<file path="src/design/asc_pkg.sv">
package asc_pkg;

	// Width of the value as it arrives on the input channel
	localparam int IN_BITS = 16;
	// Bits of the value that take part in the classification
	localparam int VALUE_BITS = 16;
	localparam int N_BITS = (VALUE_BITS < IN_BITS) ? VALUE_BITS : IN_BITS;
	// Trial divisor runs up to the square root plus one
	localparam int D_BITS = (N_BITS + 1) / 2 + 1;
	localparam int SQ_BITS = 2 * D_BITS;
	// Proper divisor sum stays below eight times the value
	localparam int SUM_BITS = N_BITS + 3;
	localparam int OUT_SUM_BITS = 18;
	localparam int CMP_BITS = (SUM_BITS > OUT_SUM_BITS) ? SUM_BITS : OUT_SUM_BITS;
	localparam int CNT_BITS = 16;
	localparam int DIV_CNT_BITS = $clog2(N_BITS + 1);

	typedef struct packed {
		logic done;
		logic zero_rem;
		logic [N_BITS-1:0] quo;
	} asc_div_res_t;

	typedef struct packed {
		logic perfect;
		logic almost;
		logic deficient;
		logic abundant;
	} asc_class_t;

	typedef struct packed {
		logic [CNT_BITS-1:0] perfect;
		logic [CNT_BITS-1:0] almost;
		logic [CNT_BITS-1:0] deficient;
		logic [CNT_BITS-1:0] abundant;
	} asc_counts_t;

endpackage

</file>
<file path="src/design/asc_if.sv">
interface asc_item_if;
	logic valid;
	logic ready;
	logic [asc_pkg::IN_BITS-1:0] value;
	logic last;

	modport source (output valid, output value, output last, input ready);
	modport sink (input valid, input value, input last, output ready);
endinterface

interface asc_result_if;
	logic valid;
	logic ready;
	logic [asc_pkg::OUT_SUM_BITS-1:0] divisor_sum;
	logic is_perfect;
	logic is_almost_perfect;
	logic is_deficient;
	logic is_abundant;
	logic [asc_pkg::CNT_BITS-1:0] perfect_count;
	logic [asc_pkg::CNT_BITS-1:0] almost_count;
	logic [asc_pkg::CNT_BITS-1:0] deficient_count;
	logic [asc_pkg::CNT_BITS-1:0] abundant_count;
	logic set_done;

	modport source (
		output valid, output divisor_sum, output is_perfect, output is_almost_perfect,
		output is_deficient, output is_abundant, output perfect_count, output almost_count,
		output deficient_count, output abundant_count, output set_done, input ready
	);
	modport sink (
		input valid, input divisor_sum, input is_perfect, input is_almost_perfect,
		input is_deficient, input is_abundant, input perfect_count, input almost_count,
		input deficient_count, input abundant_count, input set_done, output ready
	);
endinterface

</file>
<file path="src/design/asc_div.sv">
// Restoring divider, one quotient bit per cycle.
module asc_div (
	input  logic                         clk,
	input  logic                         arst_n,
	input  logic                         start,
	input  logic [asc_pkg::N_BITS-1:0]   dividend,
	input  logic [asc_pkg::D_BITS-1:0]   divisor,
	output asc_pkg::asc_div_res_t        res
);

	logic                              busy_q;
	logic                              done_q;
	logic [asc_pkg::DIV_CNT_BITS-1:0]  cnt_q;
	logic [asc_pkg::D_BITS-1:0]        rem_q;
	logic [asc_pkg::N_BITS-1:0]        quo_q;
	logic [asc_pkg::D_BITS-1:0]        dvs_q;
	logic [asc_pkg::D_BITS:0]          shifted;
	logic [asc_pkg::D_BITS:0]          diff;
	logic                              fits;

	assign shifted = {rem_q, quo_q[asc_pkg::N_BITS-1]};
	assign fits    = shifted >= {1'b0, dvs_q};
	assign diff    = shifted - {1'b0, dvs_q};

	always_ff @(posedge clk or negedge arst_n) begin
		if (!arst_n) begin
			busy_q <= 1'b0;
			done_q <= 1'b0;
			cnt_q  <= '0;
		end else begin
			done_q <= 1'b0;
			if (start) begin
				busy_q <= 1'b1;
				cnt_q  <= asc_pkg::DIV_CNT_BITS'(asc_pkg::N_BITS);
			end else if (busy_q) begin
				cnt_q <= cnt_q - asc_pkg::DIV_CNT_BITS'(1);
				if (cnt_q == asc_pkg::DIV_CNT_BITS'(1)) begin
					busy_q <= 1'b0;
					done_q <= 1'b1;
				end
			end
		end
	end

	// Shift in one dividend bit, subtract where the divisor fits
	always_ff @(posedge clk) begin
		if (start) begin
			rem_q <= '0;
			quo_q <= dividend;
			dvs_q <= divisor;
		end else if (busy_q) begin
			if (fits) begin
				rem_q <= diff[asc_pkg::D_BITS-1:0];
			end else begin
				rem_q <= shifted[asc_pkg::D_BITS-1:0];
			end
			quo_q <= {quo_q[asc_pkg::N_BITS-2:0], fits};
		end
	end

	assign res.done     = done_q;
	assign res.zero_rem = (rem_q == '0);
	assign res.quo      = quo_q;

endmodule

</file>
<file path="src/design/asc_tally.sv">
// Saturating class counts for the current set.
module asc_tally (
	input  logic                  clk,
	input  logic                  arst_n,
	input  logic                  commit,
	input  logic                  last,
	input  asc_pkg::asc_class_t   flags,
	output asc_pkg::asc_counts_t  counts_next
);

	asc_pkg::asc_counts_t counts_q;

	function automatic logic [asc_pkg::CNT_BITS-1:0] sat_inc(
		input logic [asc_pkg::CNT_BITS-1:0] c,
		input logic                         hit
	);
		if (!hit || c == '1) begin
			return c;
		end
		return c + asc_pkg::CNT_BITS'(1);
	endfunction

	always_comb begin
		counts_next.perfect   = sat_inc(counts_q.perfect, flags.perfect);
		counts_next.almost    = sat_inc(counts_q.almost, flags.almost);
		counts_next.deficient = sat_inc(counts_q.deficient, flags.deficient);
		counts_next.abundant  = sat_inc(counts_q.abundant, flags.abundant);
	end

	always_ff @(posedge clk or negedge arst_n) begin
		if (!arst_n) begin
			counts_q <= '0;
		end else if (commit) begin
			// drop the counts once the set is closed
			counts_q <= last ? '0 : counts_next;
		end
	end

endmodule

</file>
<file path="src/design/aliquot_sum_classifier_top.sv">
// Aliquot sum classifier. Each request on item carries a value; the block sums its proper
// divisors by trial division, pairing each divisor d with its cofactor value/d for d from 2 while
// d*d <= value, and returns one result request with the sum (saturated to 18 bits), the perfect,
// almost perfect, deficient and abundant flags, and the four running class counts of the set
// including this value. Counts saturate at 65535 and clear after a result whose set_done is high.
// The value 1 is never classified and 0 falls into no class. One shared restoring divider does
// all the trial divisions, one quotient bit per cycle, and the classify step waits until the
// output register is free before it hands its result over.
// item.ready is high only while no value is in work; a finished result waits in the output
// register, and the next value may be taken while it waits.
module aliquot_sum_classifier_top (
	input  logic                clk,
	input  logic                arst_n,
	asc_item_if.sink            item,
	asc_result_if.source        result
);

	typedef enum logic [1:0] {
		ST_IDLE,
		ST_TEST,
		ST_WAIT,
		ST_CLASS
	} state_t;

	state_t                             state_q;
	logic [asc_pkg::N_BITS-1:0]         n_q;
	logic                               last_q;
	logic [asc_pkg::D_BITS-1:0]         d_q;
	logic [asc_pkg::SQ_BITS-1:0]        sq_q;
	logic [asc_pkg::SUM_BITS-1:0]       sum_q;

	logic                               out_valid_q;
	logic [asc_pkg::OUT_SUM_BITS-1:0]   out_sum_q;
	asc_pkg::asc_class_t                out_flags_q;
	asc_pkg::asc_counts_t               out_counts_q;
	logic                               out_last_q;

	logic                               div_start;
	asc_pkg::asc_div_res_t              div_res;
	logic                               trial_over;
	logic                               commit;
	asc_pkg::asc_class_t                flags;
	asc_pkg::asc_counts_t               counts_next;
	logic [asc_pkg::SUM_BITS-1:0]       n_ext;
	logic [asc_pkg::SUM_BITS-1:0]       cofactor;
	logic [asc_pkg::CMP_BITS-1:0]       sum_wide;
	logic [asc_pkg::OUT_SUM_BITS-1:0]   sum_sat;

	// Stop trials once d*d passes the value
	assign trial_over = sq_q > asc_pkg::SQ_BITS'(n_q);
	assign div_start  = (state_q == ST_TEST) && !trial_over;

	asc_div u_div (
		.clk      (clk),
		.arst_n   (arst_n),
		.start    (div_start),
		.dividend (n_q),
		.divisor  (d_q),
		.res      (div_res)
	);

	// A square divisor contributes once
	assign cofactor = (div_res.quo != asc_pkg::N_BITS'(d_q))
		? asc_pkg::SUM_BITS'(div_res.quo) : '0;

	// Classify; values 1 and 0 stay out of every class (the sum for 0 is 0)
	always_comb begin
		n_ext           = asc_pkg::SUM_BITS'(n_q);
		flags.perfect   = (n_q > asc_pkg::N_BITS'(1)) && (sum_q == n_ext);
		flags.almost    = (n_q > asc_pkg::N_BITS'(1)) && (sum_q == n_ext - asc_pkg::SUM_BITS'(1));
		flags.deficient = (n_q != asc_pkg::N_BITS'(1)) && (sum_q < n_ext);
		flags.abundant  = (n_q != asc_pkg::N_BITS'(1)) && (sum_q > n_ext);
	end

	assign sum_wide = asc_pkg::CMP_BITS'(sum_q);
	assign sum_sat  = (sum_wide > asc_pkg::CMP_BITS'({asc_pkg::OUT_SUM_BITS{1'b1}}))
		? '1 : sum_wide[asc_pkg::OUT_SUM_BITS-1:0];

	// Hand the result over only once the output register is free
	assign commit = (state_q == ST_CLASS) && (!out_valid_q || result.ready);

	asc_tally u_tally (
		.clk         (clk),
		.arst_n      (arst_n),
		.commit      (commit),
		.last        (last_q),
		.flags       (flags),
		.counts_next (counts_next)
	);

	always_ff @(posedge clk or negedge arst_n) begin
		if (!arst_n) begin
			state_q      <= ST_IDLE;
			n_q          <= '0;
			last_q       <= 1'b0;
			d_q          <= '0;
			sq_q         <= '0;
			sum_q        <= '0;
			out_valid_q  <= 1'b0;
			out_sum_q    <= '0;
			out_flags_q  <= '0;
			out_counts_q <= '0;
			out_last_q   <= 1'b0;
		end else begin
			// load a new result, or drop the old one once it is taken
			if (commit) begin
				out_valid_q <= 1'b1;
			end else if (result.ready) begin
				out_valid_q <= 1'b0;
			end
			case (state_q)
				ST_IDLE: begin
					if (item.valid) begin
						n_q    <= item.value[asc_pkg::N_BITS-1:0];
						last_q <= item.last;
						d_q    <= asc_pkg::D_BITS'(2);
						sq_q   <= asc_pkg::SQ_BITS'(4);
						// 1 divides every value above 1
						sum_q  <= (item.value[asc_pkg::N_BITS-1:0] > asc_pkg::N_BITS'(1))
							? asc_pkg::SUM_BITS'(1) : '0;
						state_q <= ST_TEST;
					end
				end
				ST_TEST: begin
					if (trial_over) begin
						state_q <= ST_CLASS;
					end else begin
						state_q <= ST_WAIT;
					end
				end
				ST_WAIT: begin
					if (div_res.done) begin
						if (div_res.zero_rem) begin
							sum_q <= sum_q + asc_pkg::SUM_BITS'(d_q) + cofactor;
						end
						// advance d and keep d*d in step: (d+1)^2 = d^2 + 2d + 1
						d_q     <= d_q + asc_pkg::D_BITS'(1);
						sq_q    <= sq_q + asc_pkg::SQ_BITS'({d_q, 1'b1});
						state_q <= ST_TEST;
					end
				end
				ST_CLASS: begin
					if (commit) begin
						out_sum_q    <= sum_sat;
						out_flags_q  <= flags;
						out_counts_q <= counts_next;
						out_last_q   <= last_q;
						state_q      <= ST_IDLE;
					end
				end
				default: begin
					state_q <= ST_IDLE;
				end
			endcase
		end
	end

	assign item.ready = (state_q == ST_IDLE);

	assign result.valid             = out_valid_q;
	assign result.divisor_sum       = out_sum_q;
	assign result.is_perfect        = out_flags_q.perfect;
	assign result.is_almost_perfect = out_flags_q.almost;
	assign result.is_deficient      = out_flags_q.deficient;
	assign result.is_abundant       = out_flags_q.abundant;
	assign result.perfect_count     = out_counts_q.perfect;
	assign result.almost_count      = out_counts_q.almost;
	assign result.deficient_count   = out_counts_q.deficient;
	assign result.abundant_count    = out_counts_q.abundant;
	assign result.set_done          = out_last_q;

endmodule

</file>
<file path="src/flat_wrapper.sv">
// flat-port wrapper written by rule: the top's interface ports become plain ports
module aliquot_sum_classifier_top_flat 
  (clk, arst_n, item_valid, item_value, item_last, item_ready, result_valid, result_divisor_sum, result_is_perfect, result_is_almost_perfect, result_is_deficient, result_is_abundant, result_perfect_count, result_almost_count, result_deficient_count, result_abundant_count, result_set_done, result_ready);
  asc_item_if item_i ();
  asc_result_if result_i ();
  input  logic clk;
  input  logic arst_n;
  input wire logic [$bits(item_i.valid)-1:0] item_valid;
  input wire logic [$bits(item_i.value)-1:0] item_value;
  input wire logic [$bits(item_i.last)-1:0] item_last;
  output wire logic [$bits(item_i.ready)-1:0] item_ready;
  output wire logic [$bits(result_i.valid)-1:0] result_valid;
  output wire logic [$bits(result_i.divisor_sum)-1:0] result_divisor_sum;
  output wire logic [$bits(result_i.is_perfect)-1:0] result_is_perfect;
  output wire logic [$bits(result_i.is_almost_perfect)-1:0] result_is_almost_perfect;
  output wire logic [$bits(result_i.is_deficient)-1:0] result_is_deficient;
  output wire logic [$bits(result_i.is_abundant)-1:0] result_is_abundant;
  output wire logic [$bits(result_i.perfect_count)-1:0] result_perfect_count;
  output wire logic [$bits(result_i.almost_count)-1:0] result_almost_count;
  output wire logic [$bits(result_i.deficient_count)-1:0] result_deficient_count;
  output wire logic [$bits(result_i.abundant_count)-1:0] result_abundant_count;
  output wire logic [$bits(result_i.set_done)-1:0] result_set_done;
  input wire logic [$bits(result_i.ready)-1:0] result_ready;
  assign item_i.valid = item_valid;
  assign item_i.value = item_value;
  assign item_i.last = item_last;
  assign item_ready = item_i.ready;
  assign result_valid = result_i.valid;
  assign result_divisor_sum = result_i.divisor_sum;
  assign result_is_perfect = result_i.is_perfect;
  assign result_is_almost_perfect = result_i.is_almost_perfect;
  assign result_is_deficient = result_i.is_deficient;
  assign result_is_abundant = result_i.is_abundant;
  assign result_perfect_count = result_i.perfect_count;
  assign result_almost_count = result_i.almost_count;
  assign result_deficient_count = result_i.deficient_count;
  assign result_abundant_count = result_i.abundant_count;
  assign result_set_done = result_i.set_done;
  assign result_i.ready = result_ready;
  aliquot_sum_classifier_top u_core (.clk(clk), .arst_n(arst_n), .item(item_i), .result(result_i));
endmodule
</file>
<file path="config.mk">
export PLATFORM = sky130hd
export DESIGN_NAME = aliquot_sum_classifier_top_flat
export DESIGN_NICKNAME = d
export VERILOG_FILES = /design/src/design/asc_pkg.sv /design/src/design/asc_if.sv /design/src/design/asc_div.sv /design/src/design/asc_tally.sv /design/src/design/aliquot_sum_classifier_top.sv /design/src/flat_wrapper.sv
export SDC_FILE = /design/constraint.sdc
export NUM_CORES = 1
export LEC_CHECK = 0
export ABC_AREA = 1
export CORE_MARGIN = 2
export CORE_UTILIZATION = 60
export DETAILED_ROUTE_END_ITERATION = 7
export DONT_BUFFER_PORTS = 1
export PLACE_DENSITY = 0.74
export SYNTH_ARGS = -nofsm -noshare
export SYNTH_HDL_FRONTEND = slang
export SYNTH_HIERARCHICAL = 1
export SYNTH_SLANG_ARGS = --single-unit
</file>
<file path="constraint.sdc">
create_clock -name clk -period 5.9 [get_ports clk]
set_input_delay 1.18 -clock clk [delete_from_list [all_inputs] [get_ports clk]]
set_output_delay 1.18 -clock clk [all_outputs]
set_load 0.01 [all_outputs]
</file>
==> impl_metrics.env <==
export IMPL_cp_startpoint="u_core/u_div/quo_q[9]"
export IMPL_worst_pin_slew_ns=1.15
export IMPL_cts_hold_buffers=0
export IMPL_post_route_min_period_ns=3.73
export IMPL_synthArstFlopShare_pct=86.8
export IMPL_critPathRequiredTime_ns=6.34
export IMPL_yosysSeqAreaShare_pct=38.9
export IMPL_ys_seq_elements=258
export IMPL_viasPerCell=5.58
export IMPL_placed_area_sq_mm=0.0170
export IMPL_end_kind="flop"
export IMPL_hold_slack_ns=0.326
export IMPL_power_density_mw_per_mm2=493
export IMPL_antennaDiodeCount=0
export IMPL_finalSetupViolCount=0
export IMPL_setup_slack_ns=2.17
export IMPL_worstRegToRegCells=20
export IMPL_ant_nets=0
export IMPL_core_area_sq_mm=0.0277
export IMPL_cts_tree="done"
export IMPL_dieArea_sq_mm=0.0294
export IMPL_period_share_pct=63.3
export IMPL_wire_per_inst_um=16.4
export IMPL_num_nets_final=2417
export IMPL_power_frac_clock_pct=22.0
export IMPL_cts_resized=0
export IMPL_setup_worst_path_end="u_core/sum_q[17]"
export IMPL_r2r_start="u_core/u_div/quo_q[9]"
export IMPL_clk_pin_slew_ns=0.06
export IMPL_relSlewSlack_pct=23.4
export IMPL_drive_gt1_share_pct=6.75
export IMPL_grt_usage_pct=30.6
export IMPL_mostFrequentLayoutCell="nand2_1"
export IMPL_worstSkewPairLatency_ns=0.56
export IMPL_cts_made_buffers=29
export IMPL_synth_ff_type="dfrtp_1"
export IMPL_r2r_end="u_core/sum_q[17]"
export IMPL_critical_path_startpoint_type="flop"
export IMPL_rsz0062_at_grt="false"
export IMPL_fin_skew_ns=0.0165
export IMPL_sequentialPowerShare_pct=34.0
export IMPL_grt_pass1_wl_mm=71.9
export IMPL_synthesis_nets=2449
export IMPL_antenna_found_initial=0
export IMPL_cts_setup_buffers=0
export IMPL_dieHeight_um=171
export IMPL_drt_iter0_drc=1270
export IMPL_synthCells=2334
export IMPL_cts_root_buf="clkbuf_16"
export IMPL_cap_violations=0
export IMPL_path_class="reg2reg"
export IMPL_drc=0
export IMPL_p_switching_mw=4.07
export IMPL_grt_overflow_total=0
export IMPL_power_mw=8.89
export IMPL_critPathArrivalTime_ns=4.18
export IMPL_layout_common_cells="nand2_1 (831), inv_1 (252), dfrtp_1 (224)"
export IMPL_critPathMaxFanout=7
export IMPL_grt_max_degree=225
export IMPL_setup_tns_ns=0
export IMPL_syn_to_final_growth_pct=7.34
export IMPL_slew_viol_final=0
export IMPL_p_leak_nw=9.27
export IMPL_finalHoldViolCount=0
export IMPL_syn_avg_cell_area_sq_um=7.20
export IMPL_vias=15074
export IMPL_io_pins=110
export IMPL_max_freq_mhz=268
export IMPL_initial_core_util_pct=60.7
export IMPL_post_place_ws_ns=2.19
export IMPL_clk_path_buf_depth=3
export IMPL_htree_levels=1
export IMPL_yosys_warnings=6
export IMPL_clock_sinks=258
export IMPL_status="finished clean"
export IMPL_pwr_share_comb_pct=44.1
export IMPL_stdcell_area_sq_mm=0.0180
export IMPL_numPortBuffers=0
export IMPL_std_cell_rows=61
export IMPL_p_sw_share_pct=45.8
export IMPL_synthDistinctLibCells=57
export IMPL_dp_hpwl_mm=32.3
export IMPL_nFillCells=2463
export IMPL_internal_power_mw=4.82
export IMPL_ir_drop_mv=0.558
export IMPL_reg2reg_slack_ns=2.17
export IMPL_syn_cell_area_sq_mm=0.0168
export IMPL_grt_pass1_vias=14223
export IMPL_routed_wl_mm=44.3
export IMPL_hold_class="in2async"
export IMPL_drt_first_pass_iters=8
export IMPL_place_gp_congestion=0.931
export IMPL_synth_edf_count=25
export IMPL_die_x_um=171
[metrics by stage]
| stage | util [%] | std cells |
|---|---|---|
| 3_5_place_dp | 61.4 | 2649 |
| 4_1_cts | 65.1 | 2703 |
| 6_report | 65.1 | 2703 |
| 2_1_floorplan | - | 2334 |
| 3_3_place_gp | 61.4 | 2649 |
| 5_1_grt | 65.1 | 2703 |
[cell usage after synthesis (16+ instances only)]
master / instances / area share (%)
nand2_1: 831 / 19
inv_1: 253 / 5.6
dfrtp_1: 224 / 33
nor2_1: 187 / 4.2
nand3_1: 179 / 5.3
ha_1: 82 / 6.1
o21ai_0: 79 / 2.4
a21oi_1: 61 / 1.8
and2_1: 45 / 1.7
nand4_1: 39 / 1.5
clkbuf_1: 31 / 0.69
buf_2: 27 / 0.80
nand2_2: 26 / 0.97
edfxtp_1: 25 / 4.5
o21ai_1: 21 / 0.63
a31oi_1: 19 / 0.71
xnor2_1: 18 / 0.94
inv_2: 17 / 0.38
xor2_1: 16 / 0.83
[flip-flops by register name, summed over array words and instances (netlist names), 9 cells and up]
signal / flops
u_core/d_q: 9
u_core/n_q: 16
u_core/result.abundant_count: 16
u_core/result.almost_count: 16
u_core/result.deficient_count: 16
u_core/result.divisor_sum: 18
u_core/result.perfect_count: 16
u_core/sq_q: 18
u_core/sum_q: 19
u_core/u_div/dvs_q: 9
u_core/u_div/quo_q: 16
u_core/u_div/rem_q: 9
u_core/u_tally/counts_q: 64
[how the worst min path moves through the flow]
stage | start | to | slack (ns) | cells past startpoint
global route | arst_n | u_core/u_div/cnt_q[3] | 0.31 | 0
detailed placement | u_core/u_div/rem_q[4] | u_core/u_div/rem_q[4] | 0.47 | 2
floorplan | u_core/u_div/rem_q[1] | u_core/u_div/rem_q[1] | 0.45 | 2
global placement | u_core/u_div/rem_q[6] | u_core/u_div/rem_q[6] | 0.46 | 2
finish | arst_n | u_core/u_div/cnt_q[3] | 0.33 | 0
CTS | arst_n | u_core/result.deficient_count[12] | 0.30 | 0
[cells by family after synthesis]
group           count (synthesis)  synth area share, %
fa+ha+maj                      94                 7.53
flops                         258                 38.9
simple gates                 1398                 36.7
buf+inv                       338                 8.11
xor+xnor                       35                 1.87
compound gates                211                 6.94
[power by group through the flow]
stage / clock [mW] / sequential, mW / combinational, mW
floorplan: 0 / 2.77 / 3.07
global placement: 0 / 3.01 / 3.77
detailed placement: 0 / 3.02 / 3.85
CTS: 1.99 / 3.00 / 3.88
global route: 2.06 / 3.08 / 4.47
finish: 1.96 / 3.02 / 3.92
[cell type report]
| type | count | area (sq um) | area share [%] |
|---|---|---|---|
| Tap cell | 378 | 473 | 2.62 |
| Sequential cell | 258 | 6540 | 36.2 |
| Multi-Input combinational cell | 1738 | 8930 | 49.5 |
| Clock buffer | 34 | 785 | 4.35 |
| Timing Repair Buffer | 4 | 42.5 | 0.236 |
| Clock inverter | 20 | 254 | 1.41 |
| Inverter | 271 | 1020 | 5.65 |
[critical path, stage by stage, from the launching register on]
cell      delay, ns
edfxtp_1       0.41
nor4_1         0.39
nand3_1        0.12
nor4_1         0.17
nand2_1        0.13
inv_1          0.18
nor2_1         0.08
fa_1           0.51
inv_1          0.07
fa_1           0.46
nand3b_1       0.18
nand2_1        0.11
inv_1          0.04
nor2_1         0.07
nor2_1         0.07
o21ai_1        0.25
nand3_1        0.11
nand2_1        0.09
nand3_1        0.06
nand2_1        0.07
nor2_1         0.05
[metal layers]
| metal | GRT usage [%] | vias to the layer above | share of wire (%) |
|---|---|---|---|
| met2 | 48.5 | 499 | 44 |
| met1 | 43.7 | 7137 | 46 |
| met5 | 0 | - | 0 |
| met4 | 7.07 | 0 | 2.0 |
| li1 | - | 7382 | - |
| met3 | 5.68 | 56 | 7.8 |
(Power assumes the default switching activity.)
